File: config.mk
export PLATFORM = sky130hd
export DESIGN_NAME = ccr_divider
export DESIGN_NICKNAME = d
export VERILOG_FILES = /design/src/hdl/ccr_pkg.sv /design/src/hdl/ccr_divider.sv
export SDC_FILE = /design/constraint.sdc
export NUM_CORES = 1
export LEC_CHECK = 0
export BUFFER_PORTS_ARGS = -buffer_cell sky130_fd_sc_hd__buf_2
export CORE_MARGIN = 2
export CORE_UTILIZATION = 40
export CTS_CLUSTER_SIZE = 30
export DETAILED_ROUTE_END_ITERATION = 8
export PLACE_DENSITY = 0.61
export SYNTH_ARGS = -nofsm -noshare
export SYNTH_HDL_FRONTEND = slang
export SYNTH_SLANG_ARGS = --single-unit
File: constraint.sdc
create_clock -name clk -period 3.2 [get_ports clk]
set_input_delay 0 -clock clk [delete_from_list [all_inputs] [get_ports clk]]
set_output_delay 0 -clock clk [all_outputs]
set_load 0.02 [all_outputs]
File: src/hdl/ccr_pkg.sv
// ----------------------------------------------------------------------------
// ccr_pkg: shared types and constants for the RGBC color classifier
// Holds channel widths, scaling constants, divider sizes, color codes and the
// side-band records that travel alongside the pipelined dividers.
// ----------------------------------------------------------------------------
package ccr_pkg;

  localparam int CH_W       = 16;
  localparam int PROD_W     = 32;
  localparam int DEN_W      = 23;
  localparam int SCALE_Q_W  = 16;
  localparam int FRAC_Q_W   = 8;
  localparam int HUE_W      = 9;
  localparam int SAT_W      = 8;
  localparam int CODE_W     = 3;
  localparam int T_W        = 21;

  localparam logic [CH_W-1:0]  SCALE_MUL = 16'd65025;
  localparam logic [DEN_W-1:0] CLEAR_MUL = 23'd88;

  localparam logic [CODE_W-1:0] CODE_NONE   = 3'd0;
  localparam logic [CODE_W-1:0] CODE_RED    = 3'd1;
  localparam logic [CODE_W-1:0] CODE_GREEN  = 3'd2;
  localparam logic [CODE_W-1:0] CODE_BLUE   = 3'd3;
  localparam logic [CODE_W-1:0] CODE_YELLOW = 3'd4;
  localparam logic [CODE_W-1:0] CODE_PURPLE = 3'd5;
  localparam logic [CODE_W-1:0] CODE_WHITE  = 3'd6;

  typedef struct packed {
    logic [CH_W-1:0] clear_raw;
    logic            zero;
    logic            sat;
  } scale_tag_t;

  typedef struct packed {
    logic [HUE_W-1:0] base;
    logic [CH_W-1:0]  mx;
    logic [T_W-1:0]   t;
    logic             dz;
    logic             zero;
  } hue_tag_t;

endpackage

File: src/hdl/ccr_divider.sv
// ----------------------------------------------------------------------------
// ccr_divider: pipelined restoring divider
// One quotient bit per register stage. The upper DIV_W bits of the dividend
// must be below the divisor, so the quotient fits in QUO_W bits. A side-band
// tag travels with each operand pair; all stages advance together on en.
// ----------------------------------------------------------------------------
module ccr_divider #(
  parameter int QUO_W = ccr_pkg::FRAC_Q_W,
  parameter int DIV_W = ccr_pkg::CH_W,
  parameter int TAG_W = 1
) (
  input  logic                   clk,
  input  logic                   rst,
  input  logic                   en,
  input  logic                   in_valid,
  input  logic [QUO_W+DIV_W-1:0] dividend,
  input  logic [DIV_W-1:0]       divisor,
  input  logic [TAG_W-1:0]       in_tag,
  output logic                   out_valid,
  output logic [QUO_W-1:0]       quotient,
  output logic [TAG_W-1:0]       out_tag
);

  logic [QUO_W-1:0] vld;
  logic [DIV_W-1:0] rem  [QUO_W-1];
  logic [DIV_W-1:0] dsr  [QUO_W-1];
  logic [QUO_W-1:0] bits [QUO_W];
  logic [TAG_W-1:0] tag  [QUO_W];

  for (genvar k = 0; k < QUO_W; k++) begin : g_step
    logic             vld_prev;
    logic [DIV_W-1:0] rem_prev;
    logic [DIV_W-1:0] dsr_prev;
    logic [QUO_W-1:0] bits_prev;
    logic [TAG_W-1:0] tag_prev;
    logic [DIV_W:0]   trial;
    logic [DIV_W:0]   diff;
    logic [DIV_W-1:0] rem_next;
    logic [QUO_W-1:0] bits_next;

    if (k == 0) begin : g_first
      assign vld_prev  = in_valid;
      assign rem_prev  = dividend[QUO_W+DIV_W-1:QUO_W];
      assign dsr_prev  = divisor;
      assign bits_prev = dividend[QUO_W-1:0];
      assign tag_prev  = in_tag;
    end else begin : g_rest
      assign vld_prev  = vld[k-1];
      assign rem_prev  = rem[k-1];
      assign dsr_prev  = dsr[k-1];
      assign bits_prev = bits[k-1];
      assign tag_prev  = tag[k-1];
    end

    always_comb begin
      trial     = {rem_prev, bits_prev[QUO_W-1]};
      diff      = trial - {1'b0, dsr_prev};
      bits_next = bits_prev << 1;
      if (trial >= {1'b0, dsr_prev}) begin
        rem_next     = diff[DIV_W-1:0];
        bits_next[0] = 1'b1;
      end else begin
        rem_next = trial[DIV_W-1:0];
      end
    end

    always_ff @(posedge clk) begin
      if (rst) begin
        vld[k] <= 1'b0;
      end else if (en) begin
        vld[k] <= vld_prev;
      end
    end

    always_ff @(posedge clk) begin
      if (en) begin
        bits[k] <= bits_next;
        tag[k]  <= tag_prev;
      end
    end

    if (k < QUO_W - 1) begin : g_carry
      always_ff @(posedge clk) begin
        if (en) begin
          rem[k] <= rem_next;
          dsr[k] <= dsr_prev;
        end
      end
    end
  end

  assign out_valid = vld[QUO_W-1];
  assign quotient  = bits[QUO_W-1];
  assign out_tag   = tag[QUO_W-1];

endmodule

Yosys cells after proc, flatten, opt, wreduce, memory -nomap -nowiden. Memory sizes are Yosys's and may differ from the RTL's. Index checks and enable logic that the tools add are counted.

Bits in registers: 8. RAM bits: 296. Bits of input ports: 45. Output and inout bits: 10. Logic and storage cells: 44. Memories kept: 4.

Memories: dsr (depth 7, width 16, rd ports 7, clocked after memory_dff 0, wr ports 7, line ccr_divider.sv:26) `logic [DIV_W-1:0] dsr [QUO_W-1];`; rem (depth 7, width 16, rd ports 7, clocked after memory_dff 0, wr ports 7, line ccr_divider.sv:25) `logic [DIV_W-1:0] rem [QUO_W-1];`; bits (depth 8, width 8, rd ports 8, clocked after memory_dff 0, wr ports 8, line ccr_divider.sv:27) `logic [QUO_W-1:0] bits [QUO_W];`; tag (depth 8, width 1, rd ports 8, clocked after memory_dff 0, wr ports 8, line ccr_divider.sv:28) `logic [TAG_W-1:0] tag [QUO_W];`.

Add/subtract/negate cells: 7. $lt $le $gt $ge: 8. Multiplexer cells: 17.

Operators by type and width (number): $ge A17 B16 Y1 (8); $mux W16 (7); $sub A16 B16 Y16 (7); $mux W1 (10).

Logic depth before layout (Yosys ltp).
Depth in word-level cells: 2. Depth in mapped cells: 11. Depth with buffers taken out: 11.

Worst setup path after synthesis. OpenSTA, ideal clock, no wires.

Kind: register to register. From: mem rem[3][4] (netlist bit). To: mem rem[4][10] (netlist bit), data pin. Library setup time: 260 ps. Arrival: 2677 ps. Required time: 2940 ps. Setup slack: 263 ps. Cell stages (with the launch flop): 11. Buffers on the path: 1. Clock period less this slack: 2937 ps. Cells stage by stage: edfxtp_1 > ha_1 > or3_1 > o21ai_0 > a31oi_2 > a21o_1 > a41oi_2 > o211ai_1 > a41oi_4 > buf_6 > mux2_2.

RTL lines (line): from (decl) (ccr_divider.sv:25).

==> out/results.tsv <==
stage	metric	value	unit
timing	fin_skew	23.3	ps
timing	max_freq	0.323	GHz
synthesis	ys_seq_elements	304	
setup_path	path_class	flip-flop to flip-flop	
power	power.leakage	7.84	nW
synthesis	synth_area	16400	um2
clock_tree	cts_tree	done	
die	die_h	207	um
finish	final_nets	1663	
finish	drive_gt1_frac	0.144	
synthesis	avgSynthCellArea	12.2	um2
die	initial_utilization	0.404	
global_route	grt_pass1_vias	10100	
hold_path	hold_path.class	input pin to flip-flop	
finish	num-fill-cells	3641	
flow_run	cap_violations	0	
synthesis	synth_edf_count	296	
power	finalPower	16.1	mW
finish	num_antenna_cells	0	
synthesis	yosysSeqAreaShare	0.550	
synthesis	synth_area_leaders	edfxtp_1 54%, ha_1 9.7%, mux2_2 3.8%	
synthesis	yosysTopAreaCellShare	0.540	
clock_tree	cts.sinks	304	
setup_path	reg2reg_depth	9	
synthesis	ys_warn_count	0	
global_route	antenna_found_initial	0	
route	wl	28.4	mm
timing	period_share	0.969	
global_route	grt_usage	0.135	
clock_tree	cts_max_path_buffers	3	
power	vdd_drop_max	0.000361	V
clock_tree	path_clk_slew	50	ps
clock_tree	ctsRootBufferMaster	clkbuf_16	
finish	syn2layout_area_growth	16.4	%
global_route	gr-total-overflow	0	
die	rows	74	
setup_path	cp-end-kind	flip-flop	
die	die_width	207	um
clock_tree	clock_latency	520	ps
placement	io_buffer_count	54	
timing	drv_slew	0	
route	ant_nets	0	
clock_tree	h-tree-depth	2	
hold_path	hold_path_depth	4	
synthesis	synthDistinctLibCells	71	
global_route	grt_first_pass_wirelength	46.8	mm
hold_path	worstHoldStart	dividend[23]	
route	initialDrtViolationCount	464	
setup_path	r2r-end	rem[5][15]$_DFFE_PP_	
synthesis	synth_top_cell_by_area	edfxtp_1	
setup_path	arrival	3360	ps
placement	place.gp.congestion	0.962	
setup_path	rr_startpoint	rem[4][2]$_DFFE_PP_	
timing	period_minus_slack	3100	ps
die	ios	55	
clock_tree	cts_made_buffers	37	
finish	layout_common_cells	296 x edfxtp_1, 155 x inv_1, 128 x ha_1	
route	vias_per_cell	5.00	
route	wl_per_cell	13.9	um
route	drc	0	
setup_path	rrSetupSlack	100	ps
route	via_count	10200	
timing	setup_tns	0	ps
power	cellPowerDensity	843	nW/um2
synthesis	synthArstFlopShare	0	
die	dieArea	42800	um2
timing	grt_setup_unrepaired	no	
placement	dp_hpwl	21.0	mm
timing	hold_viol	0	
synthesis	syn_inst	1350	
run_status	status	finished clean	
timing	tightest_slew	587	ps
hold_path	holdPathEnd	bits[0][0]$_DFFE_PP_	
synthesis	synth_fp_nets	1530	
route	first_pass_iters	5	
synthesis	synthFlopType	edfxtp_1	
setup_path	crit_fanout	6	
global_route	grt_max_degree	82	
setup_path	critical_path.startpoint_type	flip-flop	
timing	setup_viol	0	
setup_path	crit_required	3460	ps
finish	final_common_cell	edfxtp_1	
timing	timing.slew.headroom	0.605	
die	core	40700	um2
[how the worst max path moves through the flow]
stage               depth (start not counted)           startpoint                    to
detailed placement                          9  rem[4][2]$_DFFE_PP_  rem[5][15]$_DFFE_PP_
global route                               11  dsr[3][5]$_DFFE_PP_  rem[4][12]$_DFFE_PP_
global placement                            9  rem[4][2]$_DFFE_PP_  rem[5][15]$_DFFE_PP_
CTS                                         9  rem[4][2]$_DFFE_PP_  rem[5][15]$_DFFE_PP_
finish                                      9  rem[4][2]$_DFFE_PP_  rem[5][15]$_DFFE_PP_
floorplan                                  10  rem[3][4]$_DFFE_PP_  rem[4][10]$_DFFE_PP_
[synthesized netlist by cell type (3+ instances only)]
library cell and instances:
nand2_1 88, nor4_1 4, buf_6 3, nor2_1 68
o211ai_1 7, o21ai_0 74, a31oi_2 3, o31ai_1 13
inv_1 155, nor3_1 17, nand3_1 16, a21o_1 31
mux2_2 56, or3_1 6, xor2_1 29, mux2i_1 18
o21bai_1 4, xnor2_1 45, a211oi_1 10, o31a_1 14
fa_1 7, a21oi_1 67, o21a_1 24, a21boi_0 6
and2_1 4, buf_4 8, a2111oi_0 4, or2_2 6
a31oi_1 6, a221oi_1 3, and4_1 9, nor2b_1 21
mux2_4 7, and3_1 5, dfxtp_1 8, a211o_1 4
edfxtp_1 296, clkbuf_1 13, ha_1 128, nand4_1 11
nand2b_1 16
[sequential cells by signal, indices dropped and copies added, names as in the netlist]
name and flops:
tag 8, bits 64, g_step.vld_prev 7, out_valid 1
rem 112, dsr 112
[cells by family after synthesis]
family          Yosys count  synth area share
flops                   304             0.550
compound gates          294             0.121
simple gates            279            0.0825
buf+inv                 183            0.0451
fa+ha+maj               135             0.106
mux                      81            0.0557
xor+xnor                 74            0.0394
[timing repair]
item,in CTS,in global routing
buffers inserted,0,2
hold buffers,44,0
hold endpoints to repair,112,0
gates resized for setup,0,1
endpoints found under the setup margin,0,2
[where the power goes]
group / switching [mW] / internal (mW)
Sequential: 0.398 / 5.58
Clock: 1.52 / 2.54
Combinational: 3.13 / 2.97
Total: 5.05 / 11.1
[stage by stage]
step	setup WS, ps	instance area (um2)	utilization	instances	hold WS, ps
6_report	100	19100	0.470	2043	47.0
5_1_grt	4.49	19100	0.470	2043	71.0
4_1_cts	34.7	19100	0.470	2041	40.2
3_5_place_dp	56.1	17500	0.429	1930	179
3_3_place_gp	87.4	17500	0.429	1930	179
2_1_floorplan	263	16400	-	1350	98.9
[worst max-delay path: stages (launching register included)]
cell and delay [ps]:
edfxtp_1 430, ha_1 390, a21o_1 180, a221o_1 420, a2111oi_1 550, buf_4 200
nor4_1 50, a2111oi_2 370, xor2_1 170, o21ai_0 80
[per-layer routing]
metal	GRT usage	share of wire
met1	0.153	0.42
met2	0.248	0.51
met4	0.0590	0.037
met3	0.0251	0.034
met5	0	0
[area by class of cell]
| type | instances | area [um2] | share of cell area |
|---|---|---|---|
| well taps | 532 | 666 | 0.0348 |
| repair buffers | 122 | 976 | 0.0510 |
| clock inverters | 20 | 199 | 0.0104 |
| inverters | 155 | 582 | 0.0304 |
| clock buffers | 47 | 1010 | 0.0525 |
| flip-flops and latches | 304 | 9050 | 0.473 |
| multi-input cells | 863 | 6670 | 0.348 |
Note: power is estimated with default switching activity, not from simulation.
